--- config.mk ---
export PLATFORM = sky130hd
export DESIGN_NAME = adsr_envelope_generator
export DESIGN_NICKNAME = d
export VERILOG_FILES = /design/src/rtl/core/adsr_pkg.sv /design/src/rtl/core/adsr_envelope_generator.sv /design/src/rtl/core/adsr_ctrl.sv /design/src/rtl/core/adsr_dpath.sv
export SDC_FILE = /design/constraint.sdc
export NUM_CORES = 2
export LEC_CHECK = 0
export BUFFER_PORTS_ARGS = -buffer_cell sky130_fd_sc_hd__buf_2
export CORE_ASPECT_RATIO = 1.4
export CORE_MARGIN = 2
export CORE_UTILIZATION = 42
export CTS_CLUSTER_DIAMETER = 200
export CTS_CLUSTER_SIZE = 40
export DETAILED_ROUTE_END_ITERATION = 7
export PLACE_DENSITY = 0.61
export SYNTH_ARGS = -nofsm -noshare
export SYNTH_HDL_FRONTEND = slang
export SYNTH_HIERARCHICAL = 1
export SYNTH_SLANG_ARGS = --single-unit
export TNS_END_PERCENT = 50
--- constraint.sdc ---
create_clock -name clock -period 22.4 [get_ports clock]
set_input_delay 1.12 -clock clock [delete_from_list [all_inputs] [get_ports clock]]
set_output_delay 1.12 -clock clock [all_outputs]
set_load 0.005 [all_outputs]
--- src/rtl/core/adsr_pkg.sv ---
package adsr_pkg;

   localparam logic signed [15:0] TRIG_ONE = 16'sd4096;

   typedef enum logic [1:0] {
      PHASE_IDLE = 2'd0,
      PHASE_RISE = 2'd1,
      PHASE_FALL = 2'd2
   } phase_type;

   typedef enum logic [2:0] {
      CTRL_IDLE,
      CTRL_EVAL,
      CTRL_MUL,
      CTRL_LOAD,
      CTRL_DIV,
      CTRL_WRITE
   } ctrl_state_type;

   typedef struct packed {
      logic capture;
      logic eval;
      logic mul;
      logic load;
      logic step;
      logic commit;
   } cmd_type;

   typedef struct packed {
      logic need_div;
   } status_type;

endpackage

--- src/rtl/core/adsr_envelope_generator.sv ---
// Linear ADSR envelope generator: one request transfer per audio sample tick
// (gate level plus attack, decay, sustain, release) yields one response
// transfer with the envelope level (unsigned Q1.15 at the default width) and
// phase (0 idle, 1 attack/decay/sustain, 2 release). A tick that needs a ramp
// value is captured, evaluated, multiplied into a register, loaded into a
// restoring divider that retires one quotient bit per cycle, and written;
// edges, idle, the end of release and sustain with a zero decay time skip
// the divider. A finished result waits in the output register while the
// next request is taken; the next result is held back until that response
// is taken. tick_step resets to 1; the user must write it through csr_wr_en/
// csr_wr_data only while no tick is in flight; the block does not check this.
module adsr_envelope_generator #(
   parameter int TIME_WIDTH          = 24,
   parameter int LEVEL_FRACTION_BITS = 15
) (
   input  logic                           clock,
   input  logic                           reset,
   input  logic                           csr_wr_en,
   input  logic [15:0]                    csr_wr_data,
   input  logic                           req_valid,
   output logic                           req_ready,
   input  logic signed [15:0]             req_trigger_level,
   input  logic [TIME_WIDTH-1:0]          req_attack_time,
   input  logic [TIME_WIDTH-1:0]          req_decay_time,
   input  logic [LEVEL_FRACTION_BITS:0]   req_sustain_level,
   input  logic [TIME_WIDTH-1:0]          req_release_time,
   output logic                           rsp_valid,
   input  logic                           rsp_ready,
   output logic [LEVEL_FRACTION_BITS:0]   rsp_envelope_level,
   output logic [1:0]                     rsp_envelope_phase
);

   adsr_pkg::cmd_type    cmd;
   adsr_pkg::status_type status;

   adsr_ctrl #(
      .LEVEL_WIDTH(LEVEL_FRACTION_BITS + 1)
   ) u_ctrl (
      .clock    (clock),
      .reset    (reset),
      .req_valid(req_valid),
      .req_ready(req_ready),
      .rsp_valid(rsp_valid),
      .rsp_ready(rsp_ready),
      .cmd      (cmd),
      .status   (status)
   );

   adsr_dpath #(
      .TIME_WIDTH         (TIME_WIDTH),
      .LEVEL_FRACTION_BITS(LEVEL_FRACTION_BITS)
   ) u_dpath (
      .clock             (clock),
      .reset             (reset),
      .cmd               (cmd),
      .status            (status),
      .csr_wr_en         (csr_wr_en),
      .csr_wr_data       (csr_wr_data),
      .req_trigger_level (req_trigger_level),
      .req_attack_time   (req_attack_time),
      .req_decay_time    (req_decay_time),
      .req_sustain_level (req_sustain_level),
      .req_release_time  (req_release_time),
      .rsp_envelope_level(rsp_envelope_level),
      .rsp_envelope_phase(rsp_envelope_phase)
   );

endmodule

--- src/rtl/core/adsr_ctrl.sv ---
module adsr_ctrl #(
   parameter int LEVEL_WIDTH = 16
) (
   input  logic                 clock,
   input  logic                 reset,
   input  logic                 req_valid,
   output logic                 req_ready,
   output logic                 rsp_valid,
   input  logic                 rsp_ready,
   output adsr_pkg::cmd_type    cmd,
   input  adsr_pkg::status_type status
);

   localparam int CW = $clog2(LEVEL_WIDTH);

   adsr_pkg::ctrl_state_type state_ff, state_in;
   logic [CW-1:0]            count_ff, count_in;
   logic                     rsp_valid_ff, rsp_valid_in;

   always_ff @(posedge clock) begin
      if (reset) begin
         state_ff     <= adsr_pkg::CTRL_IDLE;
         count_ff     <= '0;
         rsp_valid_ff <= 1'b0;
      end else begin
         state_ff     <= state_in;
         count_ff     <= count_in;
         rsp_valid_ff <= rsp_valid_in;
      end
   end

   always_comb begin
      state_in = state_ff;
      unique case (state_ff)
         adsr_pkg::CTRL_IDLE: begin
            if (req_valid) begin
               state_in = adsr_pkg::CTRL_EVAL;
            end
         end
         adsr_pkg::CTRL_EVAL:  state_in = adsr_pkg::CTRL_MUL;
         adsr_pkg::CTRL_MUL: begin
            state_in = status.need_div ? adsr_pkg::CTRL_LOAD : adsr_pkg::CTRL_WRITE;
         end
         adsr_pkg::CTRL_LOAD:  state_in = adsr_pkg::CTRL_DIV;
         adsr_pkg::CTRL_DIV: begin
            if (count_ff == '0) begin
               state_in = adsr_pkg::CTRL_WRITE;
            end
         end
         adsr_pkg::CTRL_WRITE: begin
            if (!rsp_valid_ff || rsp_ready) begin
               state_in = adsr_pkg::CTRL_IDLE;
            end
         end
         default: state_in = adsr_pkg::CTRL_IDLE;
      endcase
   end

   always_comb begin
      cmd          = '0;
      req_ready    = 1'b0;
      count_in     = count_ff;
      unique case (state_ff)
         adsr_pkg::CTRL_IDLE: begin
            req_ready   = 1'b1;
            cmd.capture = req_valid;
         end
         adsr_pkg::CTRL_EVAL: cmd.eval = 1'b1;
         adsr_pkg::CTRL_MUL:  cmd.mul = 1'b1;
         adsr_pkg::CTRL_LOAD: begin
            cmd.load = 1'b1;
            count_in = CW'(LEVEL_WIDTH - 1);
         end
         adsr_pkg::CTRL_DIV: begin
            cmd.step = 1'b1;
            count_in = count_ff - 1'b1;
         end
         adsr_pkg::CTRL_WRITE: cmd.commit = !rsp_valid_ff || rsp_ready;
         default: cmd = '0;
      endcase
      rsp_valid_in = cmd.commit ? 1'b1 : (rsp_ready ? 1'b0 : rsp_valid_ff);
   end

   assign rsp_valid = rsp_valid_ff;

   a_accept_starts_eval: assert property (@(posedge clock) disable iff (reset)
      (req_valid && req_ready) |=> (state_ff == adsr_pkg::CTRL_EVAL))
      else $error("accepted transfer did not start evaluation");

   a_hold_while_stalled: assert property (@(posedge clock) disable iff (reset)
      (state_ff == adsr_pkg::CTRL_WRITE && rsp_valid_ff && !rsp_ready)
      |=> (state_ff == adsr_pkg::CTRL_WRITE && rsp_valid_ff))
      else $error("result written over a stalled transfer");

   a_commit_shows_result: assert property (@(posedge clock) disable iff (reset)
      cmd.commit |=> (rsp_valid_ff && state_ff == adsr_pkg::CTRL_IDLE))
      else $error("commit did not present a result");

   a_single_command: assert property (@(posedge clock) disable iff (reset)
      $onehot0(cmd))
      else $error("more than one datapath command");

endmodule

--- src/rtl/core/adsr_dpath.sv ---
module adsr_dpath #(
   parameter int TIME_WIDTH          = 24,
   parameter int LEVEL_FRACTION_BITS = 15
) (
   input  logic                           clock,
   input  logic                           reset,
   input  adsr_pkg::cmd_type              cmd,
   output adsr_pkg::status_type           status,
   input  logic                           csr_wr_en,
   input  logic [15:0]                    csr_wr_data,
   input  logic signed [15:0]             req_trigger_level,
   input  logic [TIME_WIDTH-1:0]          req_attack_time,
   input  logic [TIME_WIDTH-1:0]          req_decay_time,
   input  logic [LEVEL_FRACTION_BITS:0]   req_sustain_level,
   input  logic [TIME_WIDTH-1:0]          req_release_time,
   output logic [LEVEL_FRACTION_BITS:0]   rsp_envelope_level,
   output logic [1:0]                     rsp_envelope_phase
);

   localparam int TW = TIME_WIDTH;
   localparam int L  = LEVEL_FRACTION_BITS + 1;
   localparam int EW = TW + 1;
   localparam int IW = ((EW > 16) ? EW : 16) + 1;
   localparam int N  = L + TW;
   localparam logic [L-1:0] ONE = {1'b1, {LEVEL_FRACTION_BITS{1'b0}}};

   logic [15:0]         tick_step_ff;
   logic signed [15:0]  prev_ff;
   logic [EW-1:0]       elapsed_ff;
   adsr_pkg::phase_type phase_ff;
   logic [L-1:0]        held_ff;

   logic signed [15:0]  trig_ff;
   logic [TW-1:0]       atk_ff, dec_ff, rel_ff;
   logic [L-1:0]        sus_ff, sus_in;
   logic [EW-1:0]       sum_ad_ff;
   logic [IW-1:0]       inc_ff;

   logic [L-1:0]        mul_a_ff, mul_a_in;
   logic [TW-1:0]       mul_b_ff, mul_b_in;
   logic [TW-1:0]       divisor_ff, divisor_in;
   logic                invert_ff, invert_in;
   logic                need_div_ff, need_div_in;
   logic [L-1:0]        direct_level_ff, direct_level_in;
   logic [EW-1:0]       new_elapsed_ff, new_elapsed_in;
   adsr_pkg::phase_type new_phase_ff, new_phase_in;

   logic [N-1:0]        product_ff, product_in;
   logic [TW-1:0]       rem_ff, rem_in;
   logic [L-1:0]        quo_ff, quo_in;

   logic                rise_edge, fall_edge, inc_lt_atk, inc_lt_rel, inc_lt_sum, dec_nz;
   logic [IW-1:0]       atk_ext, rel_ext, sum_ext, diff_ia, diff_ri;
   logic [EW-1:0]       e_rise;
   logic [TW-1:0]       dec_span;
   logic [L-1:0]        peak, result_level;
   logic [TW:0]         trial, trial_diff;
   logic                fits;

   assign sus_in = (req_sustain_level > ONE) ? ONE : req_sustain_level;

   always_ff @(posedge clock) begin
      if (reset) begin
         tick_step_ff <= 16'd1;
         prev_ff      <= '0;
         elapsed_ff   <= '0;
         phase_ff     <= adsr_pkg::PHASE_IDLE;
         held_ff      <= '0;
      end else begin
         if (csr_wr_en) begin
            tick_step_ff <= csr_wr_data;
         end
         if (cmd.commit) begin
            prev_ff    <= trig_ff;
            elapsed_ff <= new_elapsed_ff;
            phase_ff   <= new_phase_ff;
            held_ff    <= result_level;
         end
      end
   end

   always_ff @(posedge clock) begin
      if (cmd.capture) begin
         trig_ff   <= req_trigger_level;
         atk_ff    <= req_attack_time;
         dec_ff    <= req_decay_time;
         rel_ff    <= req_release_time;
         sus_ff    <= sus_in;
         sum_ad_ff <= {1'b0, req_attack_time} + {1'b0, req_decay_time};
         inc_ff    <= {{(IW-EW){1'b0}}, elapsed_ff} + {{(IW-16){1'b0}}, tick_step_ff};
      end
      if (cmd.eval) begin
         mul_a_ff        <= mul_a_in;
         mul_b_ff        <= mul_b_in;
         divisor_ff      <= divisor_in;
         invert_ff       <= invert_in;
         need_div_ff     <= need_div_in;
         direct_level_ff <= direct_level_in;
         new_elapsed_ff  <= new_elapsed_in;
         new_phase_ff    <= new_phase_in;
      end
      if (cmd.mul) begin
         product_ff <= product_in;
      end
      if (cmd.load) begin
         rem_ff <= product_ff[N-1:L];
         quo_ff <= product_ff[L-1:0];
      end else if (cmd.step) begin
         rem_ff <= rem_in;
         quo_ff <= quo_in;
      end
   end

   assign rise_edge  = (trig_ff >= adsr_pkg::TRIG_ONE) && (prev_ff <= 16'sd0);
   assign fall_edge  = (trig_ff <= 16'sd0) && (prev_ff >= adsr_pkg::TRIG_ONE);
   assign atk_ext    = {{(IW-TW){1'b0}}, atk_ff};
   assign rel_ext    = {{(IW-TW){1'b0}}, rel_ff};
   assign sum_ext    = {{(IW-EW){1'b0}}, sum_ad_ff};
   assign inc_lt_atk = inc_ff < atk_ext;
   assign inc_lt_rel = inc_ff < rel_ext;
   assign inc_lt_sum = inc_ff < sum_ext;
   assign diff_ia    = inc_ff - atk_ext;
   assign diff_ri    = rel_ext - inc_ff;
   assign e_rise     = inc_lt_sum ? inc_ff[EW-1:0] : sum_ad_ff;
   assign dec_span   = inc_lt_sum ? diff_ia[TW-1:0] : dec_ff;
   assign dec_nz     = dec_ff != '0;
   assign peak       = dec_nz ? ONE : sus_ff;

   always_comb begin
      mul_a_in        = peak;
      mul_b_in        = inc_ff[TW-1:0];
      divisor_in      = atk_ff;
      invert_in       = 1'b0;
      need_div_in     = 1'b0;
      direct_level_in = held_ff;
      new_elapsed_in  = elapsed_ff;
      new_phase_in    = phase_ff;
      if (rise_edge) begin
         direct_level_in = '0;
         new_elapsed_in  = '0;
         new_phase_in    = adsr_pkg::PHASE_RISE;
      end else if (fall_edge) begin
         direct_level_in = sus_ff;
         new_elapsed_in  = '0;
         new_phase_in    = adsr_pkg::PHASE_FALL;
      end else begin
         case (phase_ff)
            adsr_pkg::PHASE_RISE: begin
               new_elapsed_in = e_rise;
               if (inc_lt_atk) begin
                  need_div_in = 1'b1;
               end else if (dec_nz) begin
                  need_div_in = 1'b1;
                  mul_a_in    = ONE - sus_ff;
                  mul_b_in    = dec_span;
                  divisor_in  = dec_ff;
                  invert_in   = 1'b1;
               end else begin
                  direct_level_in = sus_ff;
               end
            end
            adsr_pkg::PHASE_FALL: begin
               if (inc_lt_rel) begin
                  new_elapsed_in = inc_ff[EW-1:0];
                  need_div_in    = 1'b1;
                  mul_a_in       = sus_ff;
                  mul_b_in       = diff_ri[TW-1:0];
                  divisor_in     = rel_ff;
               end else begin
                  new_elapsed_in  = {1'b0, rel_ff};
                  new_phase_in    = adsr_pkg::PHASE_IDLE;
                  direct_level_in = '0;
               end
            end
            default: begin
               new_phase_in = phase_ff;
            end
         endcase
      end
   end

   assign product_in = mul_a_ff * mul_b_ff;

   assign trial      = {rem_ff, quo_ff[L-1]};
   assign trial_diff = trial - {1'b0, divisor_ff};
   assign fits       = trial >= {1'b0, divisor_ff};
   assign rem_in     = fits ? trial_diff[TW-1:0] : trial[TW-1:0];
   assign quo_in     = {quo_ff[L-2:0], fits};

   assign result_level = need_div_ff ? (invert_ff ? ONE - quo_ff : quo_ff) : direct_level_ff;

   assign status.need_div    = need_div_ff;
   assign rsp_envelope_level = held_ff;
   assign rsp_envelope_phase = phase_ff;

   a_level_in_range: assert property (@(posedge clock) disable iff (reset)
      held_ff <= ONE)
      else $error("envelope level above one");

   a_phase_legal: assert property (@(posedge clock) disable iff (reset)
      (phase_ff == adsr_pkg::PHASE_IDLE) || (phase_ff == adsr_pkg::PHASE_RISE)
      || (phase_ff == adsr_pkg::PHASE_FALL))
      else $error("unused envelope phase code");

   a_idle_level_zero: assert property (@(posedge clock) disable iff (reset)
      (phase_ff == adsr_pkg::PHASE_IDLE) |-> (held_ff == '0))
      else $error("idle phase with a nonzero level");

endmodule
* Word-level counts from Yosys, hierarchy flattened
Cells that the tools add are included.
** Word-level totals
- Input bits :: 125
- Flip-flop bits (word level) :: 427
- Output and inout bits :: 20
** Operators by class
- Eq/ne operators :: 10
- Add/sub/neg operators :: 8
- Magnitude comparators :: 9
- Multiplexer cells :: 57
- Bitwise operators :: 1
- Reduce and logical (&&, ||, !) cells :: 13
- Multiply operators :: 1
** Operators with widths (number)
- $mux 24 :: 14
- $mux 16 :: 14
- $pmux 24 s2 :: 2
- $sub 24x24->24 :: 3
- $pmux 16 s2 :: 2
- $lt 26x24->1 :: 2
- $mux 25 :: 2
- $pmux 25 s2 :: 1
- $mul 16x24->40 :: 1
- $ge 16x14->1 const B :: 2
- $le 16x1->1 const B :: 2
- $sub 16x16->16 const A :: 2
- $add 25x16->26 :: 1
- $lt 26x25->1 :: 1
- $add 24x24->25 :: 1
- $ge 25x24->1 :: 1
- $reduce_bool 24->1 :: 1
- $pmux 3 s6 :: 1
- $gt 16x16->1 const B :: 1
- $mux 1 :: 12
- $mux 3 :: 4
- $pmux 4 s2 :: 1
- $eq 3x2->1 const B :: 2
- $eq 3x3->1 const B :: 2
- other kinds (18) :: 24

* Depth between registers and ports, before layout
- Depth in word-level cells :: 7
- Gate-level depth with buffers :: 25
- Gate-level depth less buffers :: 24

* Modules after synthesis
The synthesis kept the hierarchy.
** By module, submodules not included
- adsr_dpath :: area each 36012.0 µm², cells each 3686, instances 1, sequential area each 11831.3 µm²
- adsr_ctrl :: area each 444.2 µm², cells each 52, instances 1, sequential area each 160.2 µm²

* Worst setup path before layout
OpenSTA, ideal clock, no wires.
- Kind :: reg-to-reg
- Start point :: register u_ctrl.state_ff[0]
- End point :: register u_dpath.direct_level_ff[0], enable pin
- Library setup time :: 0.710 ns
- Stages on the path, launching flop included :: 4
- Arrival time :: 7.893 ns
- Clock period less this slack :: 8.604 ns
- Slack :: 13.796 ns
- Cell sequence :: dfxtp_1 > buf_2 > inv_1 > nor3_1
** RTL lines
- start, declared :: line adsr_ctrl.sv:16 : adsr_pkg::ctrl_state_type state_ff, state_in;
- start signal, assigned :: line adsr_ctrl.sv:22 : state_ff <= adsr_pkg::CTRL_IDLE;
- start signal, assigned :: line adsr_ctrl.sv:26 : state_ff <= state_in;
- end signal, assigned :: line adsr_dpath.sv:98 : direct_level_ff <= direct_level_in;
- end, declared :: line adsr_dpath.sv:44 : logic [L-1:0] direct_level_ff, direct_level_in;

* Worst setup path in the final report
- Start point :: register u_dpath.mul_a_ff[9]
- End point :: register u_dpath.product_ff[35] (data pin)
** On the way
- Cells in the longest elaborated chain, start to end :: 1
** RTL lines
- start, declared :: line adsr_dpath.sv:39 : logic [L-1:0] mul_a_ff, mul_a_in;
- start signal, assigned :: line adsr_dpath.sv:93 : mul_a_ff <= mul_a_in;
- $mul 16x24->40 :: line adsr_dpath.sv:182 : assign product_in = mul_a_ff * mul_b_ff;
- net u_dpath.product_in[35] :: line adsr_dpath.sv:48 : logic [N-1:0] product_ff, product_in;
- end signal, assigned :: line adsr_dpath.sv:103 : product_ff <= product_in;
- end, declared :: line adsr_dpath.sv:48
The timed path passes the listed nets, and every way through them passes these cells.
A chain may end at the register's enable or synchronous reset.

==> metrics.md <==
| Metric | Value |
|---|---|
| Setup Skew | about 0.044 ns |
| Fraction of the mapped netlist area in simple logic gates | between 10% and 20% |
| MaxCap Viol Count | 0 |
| Pwr/cell area | about 130 mW/mm2 |
| Number of buffers created by CTS | 14 |
| Worst-path cell chain | nand2_1, fa_1, inv_1, fa_1, inv_1, fa_1, inv_1, fa_1, fa_1, inv_1, fa_1, inv_1, ha_1, nand4_1, or3_1, o211ai_2, o21ai_1, o31ai_1, and2_1, a2111oi_0, or3_1, xnor2_1 |
| DRC marker count from the first detailed-route iteration | between 1500 and 2000 |
| Multiplexer share of the synthesized area | roughly 2.6% |
| Post_cts resized | 0 |
| Crit path buffers/inverters | 5 |
| Hold Violations, Final | 0 |
| GRT Util Overall | 22.1% |
| Fraction of registers with async set or reset after synthesis | 0% |
| Main combinational cell family by area after synthesis | adder cells |
| Instance area after placement | between 0.03 and 0.04 mm2 |
| Crit share post-route | 34.6% |
| Wire length per cell | roughly 20 um |
| Die W | 253 um |
| Worst stage delay on the critical path | between 1 and 1.5 ns |
| Maximum clock frequency | about 130 MHz |
| Crit Path Class | flop to flop |
| Post-Syn Nets | between 4000 and 5000 |
| CTS H-tree depth | 1 |
| Worst EP arrival | ~8.1 ns |
| Buffers inserted by post-CTS timing repair | 0 |
| Most frequent standard cell in the layout excluding fill and tap cells | inv_1 |
| Count of warnings emitted by yosys | 6 |
| Antenna violations before repair | 2 |
| Via count of the first global-routing pass | about 28000 |
| Global-route wire length before repair | 155000 um |
| Clock tree from TritonCTS | done |
| Kind of capture point of the worst setup path | flop |
| Transition at the pin with the smallest max-transition slack | about 1.1 ns |
| Number of port buffers | roughly 140 |
| Area growth from synthesis to layout | 5.94% |
| Minimum clock period after layout | just under 8 ns |
| Highest fanout seen on the critical path | 24 |
| Total design power | 5.06 mW |
| Ratio of cells with drive above 1 in the final layout | a little under 7% |
| Cell area after technology mapping | ~0.036 mm2 |
| Chip Height | roughly 350 um |
| Yosys reg bits | around 430 |
| Startpoint class of the critical path | flop |
| Number of ports placed on the die boundary | 145 |
| Post-layout instance area | 0.0386 mm2 |
| Residual DRC count | 0 |
| Cell occurring most often along the worst timing path | fa_1 |
| Post-DRT Antenna Nets | 0 |
| Compound-cell area share of the yosys netlist | between 10 and 15% |
| Skew-Pair Late Insertion Delay | between 0.5 and 0.6 ns |
| Top Family by Delay on Critical Path | adder cells |
| Hold buffer count at CTS | 0 |
| Min-delay worst type | flop to flop |
| Final-report setup violation count | 0 |
| Number of pins exceeding their max-slew limit in the final report | 0 |
| Final sum of negative setup slack | 0 ns |
| Syn_area_per_cell | 9.75 um2 |
| # nets final | between 4000 and 5000 |
| Clock-pin slew of the registers on the worst-case setup and hold paths | 0.17 ns |
| First-pass iteration count of the detailed router | 8 |
| Routed Wire Length | approximately 97000 um |
| Core outline area | about 0.086 mm2 |
| Required time of the critical path | between 20 and 25 ns |
| Sequential fraction of the synthesis area | 32.9% |
| Via-per-instance ratio | ~5.5 |
| RSZ-0062 raised after global routing | false |
| Count of different cell masters after synthesis | a little over 80 |
| Total congestion overflow | 0 |
| Largest net degree at the start of global routing | just over 70 |
| Worst max-slew margin expressed relative to the limit | 25.0% |
| Vias | approximately 27000 |
| Cell count after synthesis | 3738 |
| Dominant register cell in the synthesized netlist | edfxtp_1 |
| Synthesized-area fraction occupied by adder cells | around a quarter |
| Gpl congestion | around 0.94 |
| Max clock buf depth | 3 |
| Xor and xnor area share after synthesis | around 3.6% |
| Number of synthesized flops with an enable pin | 344 |
| Commonest cells after routing, fill and taps aside | inv_1 (531), nand2_1 (397), edfxtp_1 (344), fa_1 (311), ha_1 (276) |
| Cell with the largest stage delay on the worst path | edfxtp_1 |
| Standby leakage power | between 15 and 20 nW |
| Number of clock sinks seen by CTS | around 430 |
| Sum of net half-perimeters after detailed placement | 76500 um |
| Largest vdd supply drop | 0.000199 V |
| Rows | ~130 |
| Result of the run | finished clean |
| Initial core utilization | between 40% and 50% |
| Die outline area | approximately 0.089 mm2 |
| Clk root buf | clkbuf_16 |
power breakdown:
group / internal [mW] / switching (mW) / total (mW)
combinational: 1.36 / 2.14 / 3.50
clock: 0.128 / 0.246 / 0.374
sequential: 1.11 / 0.0731 / 1.18
total: 2.60 / 2.46 / 5.06
per-layer routing:
metal / track usage, % / part of all wire, % / up-vias
li1: - / - / 12713
met1: 25.7 / 39 / 13168
met2: 40.6 / 52 / 647
met3: 1.59 / 3.6 / 192
met4: 10.9 / 5.6 / 0
met5: 0 / 0 / -
registers in the layout (all words and copies together), names as in the netlist, 24 cells and up:
register,cells
u_dpath/rem_ff,24
u_dpath/product_ff,40
u_dpath/sum_ad_ff,25
u_dpath/inc_ff,26
u_dpath/elapsed_ff,25
u_dpath/rel_ff,24
u_dpath/new_elapsed_ff,25
u_dpath/mul_b_ff,24
u_dpath/dec_ff,24
u_dpath/divisor_ff,24
u_dpath/atk_ff,24
layout make-up:
cell class / instances / area, um2
inverter: 533 / 2000
timing repair buffer: 180 / 993
sequential: 427 / 12000
fill: 8322 / 47200
tap: 1096 / 1370
clock inverter: 1 / 16.3
antenna: 2 / 5.00
clock buffer: 22 / 402
multi-input combinational: 2617 / 21800
kinds of logic (layout without fill, tap and decap cells):
| group | count (synthesis) | count (layout) |
|---|---|---|
| flip-flops | 427 | 427 |
| XOR/XNOR | 149 | 149 |
| adder cells (fa/ha/maj) | 587 | 587 |
| other | 0 | 2 |
| multiplexers | 93 | 93 |
| buffers and inverters | 694 | 736 |
| AND/OR/NAND/NOR | 1095 | 1095 |
| AO/OA/AOI/OAI | 693 | 693 |
final timing paths:
path / depth (start not counted) / end / slack [ns] / startpoint
max: 22 / u_dpath/product_ff[35] / 14.65 / u_dpath/mul_a_ff[9]
min: 2 / u_dpath/elapsed_ff[12] / 0.48 / u_dpath/new_elapsed_ff[12]
max reg2reg: 22 / u_dpath/product_ff[35] / 14.65 / u_dpath/mul_a_ff[9]
min reg2reg: 2 / u_dpath/elapsed_ff[12] / 0.48 / u_dpath/new_elapsed_ff[12]
synthesized netlist by cell type (all sizes together) (14+ instances only):
library cell	n	area share, %
inv	533	5.5
nand2	398	4.1
edfxtp	344	28
fa	311	17
ha	276	9.5
nor2	225	2.3
a21oi	178	2.4
and2	167	2.9
o21ai	155	2.1
clkbuf	132	1.4
dfxtp	83	4.6
xnor2	83	2.0
a21o	78	1.6
mux2i	69	1.9
xor2	66	1.6
nor3	64	0.91
nor2b	58	1.0
nand3	37	0.51
a211oi	36	0.74
buf	29	0.44
nand2b	27	0.46
a221oi	25	0.60
nand4	25	0.43
a222oi	24	0.66
mux2	24	0.74
or3	22	0.44
nor4	20	0.34
o21a	20	0.41
a31oi	17	0.29
o22ai	17	0.29
o31ai	17	0.35
a32o	16	0.44
o21bai	14	0.29
worst register-to-register path, stage by stage, from the launching register on:
cell and delay [ns]:
edfxtp_1 1.06, nand2_1 0.19, fa_1 0.57, inv_1 0.05
fa_1 0.50, inv_1 0.05, fa_1 0.48, inv_1 0.06
fa_1 0.50, fa_1 0.54, inv_1 0.05, fa_1 0.53
inv_1 0.06, ha_1 0.38, nand4_1 0.20, or3_1 0.36
o211ai_2 0.37, o21ai_1 0.14, o31ai_1 0.53, and2_1 0.28
a2111oi_0 0.11, or3_1 0.39, xnor2_1 0.13
through the flow:
step | cells | utilization (%) | hold slack, ns | setup WS, ns
floorplan | 3738 | - | 0.446 | 13.80
detailed placement | 4853 | 44.5 | 0.473 | 14.66
finish | 4878 | 45.0 | 0.478 | 14.65
CTS | 4876 | 45.0 | 0.485 | 14.65
global route | 4877 | 45.0 | 0.507 | 14.33
global placement | 4853 | 44.5 | 0.463 | 14.76
(Power assumes the default switching activity.)
